<file path="src/design/atr_pkg.sv">
// Shared types and codes for the answer-to-reset byte parser.
// Used by atr_classify and smartcard_atr_parser_unit; depends on nothing.
package atr_pkg;

    localparam int MAX_GROUPS_DEFAULT = 8;

    localparam logic [7:0] TS_DIRECT  = 8'h3B;
    localparam logic [7:0] TS_INVERSE = 8'h3F;

    typedef enum logic [3:0] {
        PH_TS   = 4'd0,
        PH_T0   = 4'd1,
        PH_TA   = 4'd2,
        PH_TB   = 4'd3,
        PH_TC   = 4'd4,
        PH_TD   = 4'd5,
        PH_HIST = 4'd6,
        PH_TCK  = 4'd7,
        PH_DONE = 4'd8
    } phase_t;

    localparam logic [3:0] KIND_TS      = 4'd0;
    localparam logic [3:0] KIND_T0      = 4'd1;
    localparam logic [3:0] KIND_TA      = 4'd2;
    localparam logic [3:0] KIND_TB      = 4'd3;
    localparam logic [3:0] KIND_TC      = 4'd4;
    localparam logic [3:0] KIND_TD      = 4'd5;
    localparam logic [3:0] KIND_HIST    = 4'd6;
    localparam logic [3:0] KIND_TCK     = 4'd7;
    localparam logic [3:0] KIND_IGNORED = 4'd8;

    localparam logic [2:0] ST_OK          = 3'd0;
    localparam logic [2:0] ST_INVERSE     = 3'd1;
    localparam logic [2:0] ST_INVALID_TS  = 3'd2;
    localparam logic [2:0] ST_CHECKSUM    = 3'd3;
    localparam logic [2:0] ST_GROUPS      = 3'd4;

    typedef struct packed {
        logic [7:0] byte_value;
        logic       end_of_buffer;
    } atr_in_t;

    typedef struct packed {
        logic [7:0] echo_byte;
        logic [3:0] byte_kind;
        logic [2:0] group_index;
        logic [3:0] hist_position;
        logic [3:0] hist_total;
        logic [3:0] protocol_type;
        logic [2:0] status;
        logic       complete;
    } atr_out_t;

    typedef struct packed {
        phase_t     phase;
        logic [3:0] pending_presence;
        logic [3:0] group_count;
        logic [3:0] hist_count_total;
        logic [3:0] hist_seen;
        logic [3:0] protocol_seen;
        logic [7:0] running_xor;
        logic [2:0] error_code;
    } atr_state_t;

endpackage

</file>
<file path="src/design/smartcard_atr_parser_unit.sv">
// Top level of the answer-to-reset byte parser: input register, state, result register.
// Depends on atr_pkg and atr_classify.
//
//  channel   valid          stall          word
//  byte      byte_valid     byte_stall     byte_word   (atr_in_t, byte + end flag)
//  result    result_valid   result_stall   result_word (atr_out_t, one per byte)
//
// Each byte is captured in the input register, classified combinationally and lands
// in the result register; a stalled result can hold it back in the input register.
// The classify logic and state update sit between the two registers.
// Reset clears the parser state and both valid flags; the parser is ready at once.
// A stalled result holds the pipeline; byte_stall rises only while both registers
// hold a word and the result side stalls.
module smartcard_atr_parser_unit #(
    parameter int MAX_GROUPS = atr_pkg::MAX_GROUPS_DEFAULT
) (
    input  logic              clk,
    input  logic              rst_n,
    input  logic              byte_valid,
    output logic              byte_stall,
    input  atr_pkg::atr_in_t  byte_word,
    output logic              result_valid,
    input  logic              result_stall,
    output atr_pkg::atr_out_t result_word
);

    logic                in_valid_reg;
    logic                in_valid_next;
    atr_pkg::atr_in_t    in_word_reg;
    logic                out_valid_reg;
    logic                out_valid_next;
    atr_pkg::atr_out_t   out_word_reg;
    atr_pkg::atr_state_t state_reg;
    atr_pkg::atr_state_t state_next;
    atr_pkg::atr_out_t   result_next;

    logic advance;
    logic take;

    atr_classify #(
        .MAX_GROUPS (MAX_GROUPS)
    ) u_classify (
        .cur  (state_reg),
        .item (in_word_reg),
        .nxt  (state_next),
        .res  (result_next)
    );

    // move the input word into the result register when that register frees up
    assign advance    = in_valid_reg && (!out_valid_reg || !result_stall);
    assign byte_stall = in_valid_reg && !advance;
    assign take       = byte_valid && !byte_stall;

    always_comb
    begin
        in_valid_next = in_valid_reg;
        if (take)
            in_valid_next = 1'b1;
        else if (advance)
            in_valid_next = 1'b0;

        out_valid_next = out_valid_reg;
        if (advance)
            out_valid_next = 1'b1;
        else if (!result_stall)
            out_valid_next = 1'b0;
    end

    always_ff @(posedge clk or negedge rst_n)
    begin
        if (!rst_n)
        begin
            in_valid_reg  <= 1'b0;
            out_valid_reg <= 1'b0;
            state_reg     <= '0;
        end
        else
        begin
            in_valid_reg  <= in_valid_next;
            out_valid_reg <= out_valid_next;
            if (advance)
                state_reg <= state_next;
        end
    end

    always_ff @(posedge clk)
    begin
        if (take)
            in_word_reg <= byte_word;
        if (advance)
            out_word_reg <= result_next;
    end

    assign result_valid = out_valid_reg;
    assign result_word  = out_word_reg;

endmodule

</file>
<file path="src/design/atr_classify.sv">
// Per-byte classification and parser state update, purely combinational.
// Depends on atr_pkg for the state, word and code definitions.
module atr_classify #(
    parameter int MAX_GROUPS = atr_pkg::MAX_GROUPS_DEFAULT
) (
    input  atr_pkg::atr_state_t cur,
    input  atr_pkg::atr_in_t    item,
    output atr_pkg::atr_state_t nxt,
    output atr_pkg::atr_out_t   res
);

    localparam logic [4:0] GROUP_LIMIT = 5'(MAX_GROUPS);

    // Phase after the interface bytes, or the next interface byte present.
    function automatic atr_pkg::phase_t from_presence(
        input logic [3:0] y,
        input logic [3:0] hist_total,
        input logic [3:0] protocol
    );
        atr_pkg::phase_t ph;
        begin
            if (y[0])
                ph = atr_pkg::PH_TA;
            else if (y[1])
                ph = atr_pkg::PH_TB;
            else if (y[2])
                ph = atr_pkg::PH_TC;
            else if (y[3])
                ph = atr_pkg::PH_TD;
            else if (hist_total != 4'd0)
                ph = atr_pkg::PH_HIST;
            else if (protocol != 4'd0)
                ph = atr_pkg::PH_TCK;
            else
                ph = atr_pkg::PH_DONE;
            return ph;
        end
    endfunction

    logic [7:0] b;
    logic [3:0] kind;
    logic [3:0] grp;
    logic [3:0] hpos;
    logic [3:0] seen_inc;

    assign b        = item.byte_value;
    assign seen_inc = cur.hist_seen + 4'd1;

    always_comb
    begin
        nxt  = cur;
        kind = atr_pkg::KIND_IGNORED;
        grp  = 4'd0;
        hpos = 4'd0;

        if (cur.phase != atr_pkg::PH_TS && cur.phase < atr_pkg::PH_DONE)
            nxt.running_xor = cur.running_xor ^ b;

        case (cur.phase)
            atr_pkg::PH_TS:
            begin
                kind = atr_pkg::KIND_TS;
                if (b == atr_pkg::TS_DIRECT)
                    nxt.phase = atr_pkg::PH_T0;
                else
                begin
                    nxt.error_code = (b == atr_pkg::TS_INVERSE) ? atr_pkg::ST_INVERSE
                                                                : atr_pkg::ST_INVALID_TS;
                    nxt.phase = atr_pkg::PH_DONE;
                end
            end
            atr_pkg::PH_T0:
            begin
                kind = atr_pkg::KIND_T0;
                nxt.hist_count_total = b[3:0];
                nxt.pending_presence = b[7:4];
                nxt.phase = from_presence(b[7:4], b[3:0], cur.protocol_seen);
            end
            atr_pkg::PH_TA, atr_pkg::PH_TB, atr_pkg::PH_TC:
            begin
                grp = cur.group_count;
                // drop this byte's presence bit and every lower one
                if (cur.phase == atr_pkg::PH_TA)
                begin
                    kind = atr_pkg::KIND_TA;
                    nxt.pending_presence = cur.pending_presence & 4'b1110;
                end
                else if (cur.phase == atr_pkg::PH_TB)
                begin
                    kind = atr_pkg::KIND_TB;
                    nxt.pending_presence = cur.pending_presence & 4'b1100;
                end
                else
                begin
                    kind = atr_pkg::KIND_TC;
                    nxt.pending_presence = cur.pending_presence & 4'b1000;
                end
                nxt.phase = from_presence(nxt.pending_presence, cur.hist_count_total,
                                          cur.protocol_seen);
            end
            atr_pkg::PH_TD:
            begin
                kind = atr_pkg::KIND_TD;
                grp  = cur.group_count;
                if (cur.group_count == 4'd0)
                    nxt.protocol_seen = b[3:0];
                nxt.pending_presence = b[7:4];
                if (b[7:4] != 4'd0 && ({1'b0, cur.group_count} + 5'd1) >= GROUP_LIMIT)
                begin
                    nxt.error_code = atr_pkg::ST_GROUPS;
                    nxt.phase = atr_pkg::PH_DONE;
                end
                else
                begin
                    if (cur.group_count != 4'd15)
                        nxt.group_count = cur.group_count + 4'd1;
                    nxt.phase = from_presence(b[7:4], cur.hist_count_total,
                                              nxt.protocol_seen);
                end
            end
            atr_pkg::PH_HIST:
            begin
                kind = atr_pkg::KIND_HIST;
                hpos = cur.hist_seen;
                nxt.hist_seen = seen_inc;
                if (seen_inc == cur.hist_count_total)
                    nxt.phase = (cur.protocol_seen != 4'd0) ? atr_pkg::PH_TCK
                                                            : atr_pkg::PH_DONE;
            end
            atr_pkg::PH_TCK:
            begin
                kind = atr_pkg::KIND_TCK;
                if (nxt.running_xor != 8'd0)
                    nxt.error_code = atr_pkg::ST_CHECKSUM;
                nxt.phase = atr_pkg::PH_DONE;
            end
            default:
            begin
                kind = atr_pkg::KIND_IGNORED;
            end
        endcase

        res.echo_byte     = b;
        res.byte_kind     = kind;
        res.group_index   = grp[2:0];
        res.hist_position = hpos;
        res.hist_total    = nxt.hist_count_total;
        res.protocol_type = nxt.protocol_seen;
        res.status        = nxt.error_code;
        res.complete      = (nxt.phase >= atr_pkg::PH_DONE) || item.end_of_buffer;

        // end of buffer: return to the reset state after this word
        if (item.end_of_buffer)
            nxt = '0;
    end

endmodule
</file>
<file path="config.mk">
export PLATFORM = sky130hd
export DESIGN_NAME = smartcard_atr_parser_unit
export DESIGN_NICKNAME = d
export VERILOG_FILES = /design/src/design/atr_pkg.sv /design/src/design/smartcard_atr_parser_unit.sv /design/src/design/atr_classify.sv
export SDC_FILE = /design/constraint.sdc
export NUM_CORES = 1
export LEC_CHECK = 0
export ABC_AREA = 0
export BUFFER_PORTS_ARGS = -buffer_cell sky130_fd_sc_hd__buf_2
export CAP_MARGIN = 15
export CORE_MARGIN = 4
export CORE_UTILIZATION = 60
export CTS_BUF_LIST = sky130_fd_sc_hd__clkbuf_8 sky130_fd_sc_hd__clkbuf_16
export CTS_CLUSTER_DIAMETER = 60
export DETAILED_ROUTE_END_ITERATION = 10
export PLACE_DENSITY = 0.81
export SETUP_SLACK_MARGIN = 0.15
export SLEW_MARGIN = 0
export SYNTH_ARGS = -nofsm -noshare
export SYNTH_HDL_FRONTEND = slang
export SYNTH_HIERARCHICAL = 1
export SYNTH_SLANG_ARGS = --single-unit
</file>
<file path="constraint.sdc">
create_clock -name clk -period 5 [get_ports clk]
set_clock_uncertainty 0.1 [all_clocks]
set_input_delay 0.5 -clock clk [delete_from_list [all_inputs] [get_ports clk]]
set_output_delay 0.5 -clock clk [all_outputs]
set_load 0.01 [all_outputs]
</file>
# Word-level counts from Yosys, hierarchy flattened
# Cells that the tools add are included.
[word_totals] regBits=77 in_bits=13 out_inout_bits=33 word_cells=118
[classes] addsub=3 magnitude_cmp=3 n_eq_ne=13 muxes=47 bitwise=1 reduce_logical=31
[ops] cell="$mux W4" count=30
[ops] cell="$pmux W4 S6" count=2
[ops] cell="$mux W35" count=1
[ops] cell="$reduce_bool A4 Y1" count=6
[ops] cell="$mux W3" count=6
[ops] cell="$eq A4 B3 Y1 const B" count=4
[ops] cell="$eq A8 B6 Y1 const B" count=2
[ops] cell="$pmux W3 S3" count=1
[ops] cell="$add A4 B1 Y4 const B" count=2
[ops] cell="$eq A4 B2 Y1 const B" count=2
[ops] cell="$logic_not A4 Y1" count=2
[ops] cell="$mux W8" count=1
[ops] cell="$pmux W4 S2" count=1
[ops] cell="$reduce_bool A2 Y1" count=4
[ops] cell="$reduce_bool A8 Y1" count=1
[ops] cell="$xor A8 B8 Y8" count=1
[ops] cell="$add A4 B1 Y5 const B" count=1
[ops] cell="$ge A5 B4 Y1 const B" count=1
[ops] cell="$logic_and A1 B1 Y1" count=5
[ops] cell="$eq A4 B1 Y1 const B" count=1
[ops] cell="$eq A4 B4 Y1" count=1
[ops] cell="$ge A4 B4 Y1 const B" count=1
[ops] cell="$logic_not A1 Y1" count=4
[ops] cell="$lt A4 B4 Y1 const B" count=1
[ops] cell="other kinds (12)" count=17

# Longest topological paths before layout
# Gate-level depths: netlist of the first run.
[depth] word_depth=14 mapped_depth=9 depth_no_buf=9

# Cells and area by module
# The synthesis of the first run kept the hierarchy.
[by_module_without_submodules] module="smartcard_atr_parser_unit" n_inst=1 cells_per_inst=122 area_each_um2=2742.6 seq_area_each_um2=2127.0
[by_module_without_submodules] module="atr_classify" n_inst=1 cells_per_inst=237 area_each_um2=1476.4 seq_area_each_um2=0.0

# Worst setup path before layout of the first run
# OpenSTA, ideal clock, no wires.
[synth_timing] path_type="register -> register" start="register state_reg[13] (netlist bit)" end="register state_reg[33] (netlist bit)" setup_time_ps=125 arrival_ps=2178 t_required_ps=4775 path_slack_ps=2597 stages_incl_launch_ff=8 path_buffers=1 period_less_slack_ps=2403 path_cell_list="dfrtp_1 or4_1 buf_2 or4_4 a32o_1 a31oi_1 a221oi_1 mux2_4"
[synth_rtl] element="start: declaration" line="smartcard_atr_parser_unit.sv:33" source="atr_pkg::atr_state_t state_reg;"
[synth_rtl] element="start signal: assignment" line="smartcard_atr_parser_unit.sv:82" source="state_reg <= state_next;"

==> results of run 1 <==
## layout make-up
type | instances | area (um^2) | area share (%)
timing repair buffer | 47 | 240 | 5.35
multi-input combinational | 234 | 1790 | 39.9
inverter | 15 | 56.3 | 1.25
tap | 80 | 100 | 2.23
clock inverter | 7 | 75.1 | 1.67
sequential | 76 | 2100 | 46.8
clock buffer | 9 | 124 | 2.76
## worst max-delay path, stage by stage, from the launching register on
cell and delay [ns]:
dfrtp_1 0.73, nor2b_2 0.38, and3_1 0.38, or3b_1 0.46
a31oi_1 0.19, o21ai_1 0.10, nor2b_1 0.16, mux2_4 0.27
## per-stage QoR
step	worst slack [ns]	util [%]	hold WS, ns
3_3_place_gp	2.33	63.5	0.366
3_5_place_dp	2.17	63.5	0.379
5_1_grt	1.93	66.5	0.192
6_report	2.11	66.5	0.146
4_1_cts	2.15	66.5	0.169
2_1_floorplan	2.60	-	0.104
## power groups by stage
stage	sequential [mW]	clock [mW]	combinational [mW]
6_report	0.884	0.469	0.624
5_1_grt	0.903	0.510	0.680
4_1_cts	0.883	0.479	0.614
3_5_place_dp	0.893	0	0.609
3_3_place_gp	0.888	0	0.588
2_1_floorplan	0.843	0	0.546
## routing by layer
metal	global-route usage (%)	routed length, um
met2	35.3	4200
met5	0	0
met4	8.17	138
met1	29.0	3730
met3	4.39	462
## worst paths after layout
check	start	to	slack, ns
max	state_reg[34]	state_reg[1]	2.11
min	rst_n	state_reg[24]	0.15
max reg2reg	state_reg[34]	state_reg[1]	2.11
min reg2reg	in_valid_reg	result_valid	0.40
max in group asynchronous	rst_n	state_reg[20]	4.13
min in group clk	byte_word[5]	in_word_reg[5]	0.21
==> results.toml, run 1 <==
[pwr]
p_seq_share_pct = 44.7
p_sw_mw = 0.694
max-vdd-ir-drop_uv = 237
power.density_nw_per_um2 = 440
comb_power_share_pct = 31.5
p_leak_nw = 1.92
internal_power_mw = 1.28
pwr-share-clk_pct = 23.7
p_sw_share_pct = 35.1
finalPower_mw = 1.98

[place]
dp_hpwl_um = 5610
placed_cells = 452
gp_congestion = 0.928
port_buffers = 45
placed_area_um2 = 4290

[die]
ios = 46
core_area_um2 = 6760
chipWidth_um = 91.3
rows = 30
chipHeight_um = 91.3
start_util_pct = 61.6
die_area_um2 = 8330

[clock_tree]
cts_buffers = 9
cts.repair.resized = 0
cts_tree = "done"
clock-sinks = 76
cts_root_buf = "clkbuf_8"
clk_latency_ns = 0.36
clk_path_buf_depth = 2
htree_levels = 3
post_cts_buffers = 0
postCtsHoldBufs = 0
clk_pin_slew_ns = 0.09

[timing]
relSlewSlack_pct = 35.2
hold_viol_final = 0
setup_violations = 0
worst_pin_slew_ns = 0.971
rsz0062_at_grt = "false"
period_share_pct = 57.9
period_needed_ns = 2.89
drv_slew = 0
timing.fmax_mhz = 346
tns_ns = 0

[finish]
fillers = 522
nets = 400
stdcell_count = 468
diodes = 0
synthToLayoutAreaGrowth_pct = 7.97
largest_reg_flops = 34
final_common_cell = "buf_2"
drive_gt1_share_pct = 28.6
fin_area_um2 = 4490
final_cell_mix = "buf_2, edfxtp_1, dfrtp_1"

[critical_path]
startpoint_type = "register"
endpoint_kind = "register"
required_ns = 5.13
cp_data_arrival_time_ns = 3.03
path_max_fanout = 35
r2r_cells = 7
critical_path_class = "register to register"

[global_routing]
grt_overflow_total = 0
grt_pass1_wl_um = 14200
grt_pass1_vias = 2851
grt_max_degree = 66
antenna_found_initial = 0
grtUsageTotal_pct = 21.8

[logic_synthesis]
syn_avg_cell_area_um2 = 11.8
netlist_instances = 353
syn-num-nets = 370
synth.cell_area_um2 = 4160
yosysWarnings = 6

[routing]
drt-total-wl_um = 8540
first_pass_iters = 6
ant_nets = 0
drt_iter0_markers = 289
drc = 0
wl_per_cell_um = 18.2
num_vias = 2863
via_per_inst = 6.12

[outcome]
status = "completed"

[min_path]
hold_class = "primary input to asynchronous set/reset pin"

[job]
cap_violations = 0
No activity file was read; power rests on OpenSTA's default activity.
==> run 2: changes to the inputs <==
--- a/config.mk
+++ b/config.mk
@@ -5,15 +5,15 @@
 export SDC_FILE = /design/constraint.sdc
 export NUM_CORES = 1
 export LEC_CHECK = 0
-export ABC_AREA = 0
+export ABC_AREA = 1
 export BUFFER_PORTS_ARGS = -buffer_cell sky130_fd_sc_hd__buf_2
 export CAP_MARGIN = 15
 export CORE_MARGIN = 4
-export CORE_UTILIZATION = 60
+export CORE_UTILIZATION = 54
 export CTS_BUF_LIST = sky130_fd_sc_hd__clkbuf_8 sky130_fd_sc_hd__clkbuf_16
 export CTS_CLUSTER_DIAMETER = 60
 export DETAILED_ROUTE_END_ITERATION = 10
-export PLACE_DENSITY = 0.81
+export PLACE_DENSITY = 0.77
 export SETUP_SLACK_MARGIN = 0.15
 export SLEW_MARGIN = 0
 export SYNTH_ARGS = -nofsm -noshare
==> constraint.sdc (replaced) <==
create_clock -name clk -period 2.35 [get_ports clk]
set_clock_uncertainty 0.1 [all_clocks]
set_input_delay 0.235 -clock clk [delete_from_list [all_inputs] [get_ports clk]]
set_output_delay 0.235 -clock clk [all_outputs]
set_load 0.01 [all_outputs]
==> results.toml, run 2 <==
[finish]
nets = 627
fillers = 673
final_common_cell = "nand2_1"
drive_gt1_share_pct = 20.8
synthToLayoutAreaGrowth_pct = 13.7
finish.utilization_pct = 64.1
largest_reg_flops = 34
diodes = 0
final_cell_mix = "nand2_1, nand3_1, inv_1"
stdcell_count = 717
fin_area_um2 = 5030

[pwr]
power.density_nw_per_um2 = 940
p_leak_nw = 2.51
max-vdd-ir-drop_uv = 637
finalPower_mw = 4.73

[min_path]
hold_class = "primary input to register"
hp-start = "result_stall"
min_to = "result_valid"
whs_path_depth = 4

[critical_path]
r2r_cells = 11
r2r_setup_slack_ns = 0.21
path_max_fanout = 10
required_ns = 2.49
critical_path_class = "register to register"
r2r_end = "state_reg[2]"
reg2reg_from = "state_reg[34]"
endpoint_kind = "register"
cp_data_arrival_time_ns = 2.28
startpoint_type = "register"

[routing]
first_pass_iters = 6
drc = 0
via_per_inst = 5.47
drt-total-wl_um = 11000
wl_per_cell_um = 15.3
ant_nets = 0
drt_iter0_markers = 379
num_vias = 3925

[logic_synthesis]
netlist_instances = 555
syn_avg_cell_area_um2 = 7.97
syn-num-nets = 572
synth.cell_area_um2 = 4430
yosysWarnings = 6

[clock_tree]
clock-sinks = 76
clk_path_buf_depth = 2
htree_levels = 3
cts_tree = "done"
clk_latency_ns = 0.35
cts_buffers = 9
cts_root_buf = "clkbuf_8"
clk_pin_slew_ns = 0.08

[global_routing]
grt_pass1_vias = 3624
antenna_found_initial = 0
grt_pass1_wl_um = 17300
grt_max_degree = 39
grt_overflow_total = 0
grtUsageTotal_pct = 22.5

[job]
cap_violations = 0

[place]
placed_area_um2 = 4610
placed_cells = 680
port_buffers = 45
dp_hpwl_um = 7070
pre_cts_ws_ns = 0.202
gp_congestion = 0.948

[timing]
finalWorstSetupSlack_ns = 0.206
hold_ws_ns = 0.363
setup_violations = 0
rsz0062_at_grt = "true"
period_needed_ns = 2.14
tns_ns = 0
timing.fmax_mhz = 466
drv_slew = 0
worst_pin_slew_ns = 0.885
period_share_pct = 91.2
relSlewSlack_pct = 41.0
hold_viol_final = 0

[die]
die_area_um2 = 9710
ios = 46
core_area_um2 = 7850
chipWidth_um = 98.5
start_util_pct = 56.4
rows = 32
chipHeight_um = 98.5

[outcome]
status = "completed"
-- run 2: repair_timing --
action / 4_1_cts / 5_1_grt
hold endpoints to repair: 46 / 0
resized for setup: 0 / 8
buffers inserted: 0 / 9
endpoints found under the setup margin: 0 / 13
hold buffers: 11 / 0
-- run 2: where the power goes --
group          internal, mW  switching (mW)  leakage [nW]
clock network         0.594           0.482         0.111
logic                 0.640            1.19          1.52
registers              1.64           0.186         0.875
-- run 2: worst max-delay path by stage --
stage / start / endpoint / slack [ns] / depth (start not counted)
floorplan: state_reg[15] / state_reg[31] / 0.57 / 10
global placement: state_reg[34] / state_reg[33] / 0.25 / 13
detailed placement: state_reg[34] / state_reg[24] / 0.20 / 10
CTS: state_reg[34] / state_reg[23] / 0.17 / 10
global route: state_reg[34] / state_reg[2] / 0.06 / 11
finish: state_reg[34] / state_reg[2] / 0.21 / 11
-- run 2: per-layer routing --
metal / up-vias / routed length [um] / GRT usage, %
li1: 1895 / - / -
met1: 1816 / 4640 / 29.5
met2: 186 / 5290 / 36.2
met3: 28 / 809 / 3.75
met4: 0 / 267 / 10.8
met5: - / 0 / 0
-- run 2: layout make-up --
cell class	instances	area (um^2)	area share (%)
well taps	102	128	2.54
multi-input cells	380	1870	37.1
clock inverters	7	91.3	1.81
flip-flops and latches	76	2100	41.8
inverters	72	272	5.39
clock buffers	9	124	2.46
repair buffers	71	448	8.90
-- run 2: critical path, cell delays in order, from the launching register on --
cell	delay, ns
dfrtp_2	0.51
nor2_4	0.24
nand3_2	0.27
buf_4	0.22
o21ai_0	0.11
nand2_1	0.09
a21oi_1	0.12
nand2_1	0.07
nand2_1	0.09
nor2_2	0.04
nand3_1	0.09
nand2_1	0.07
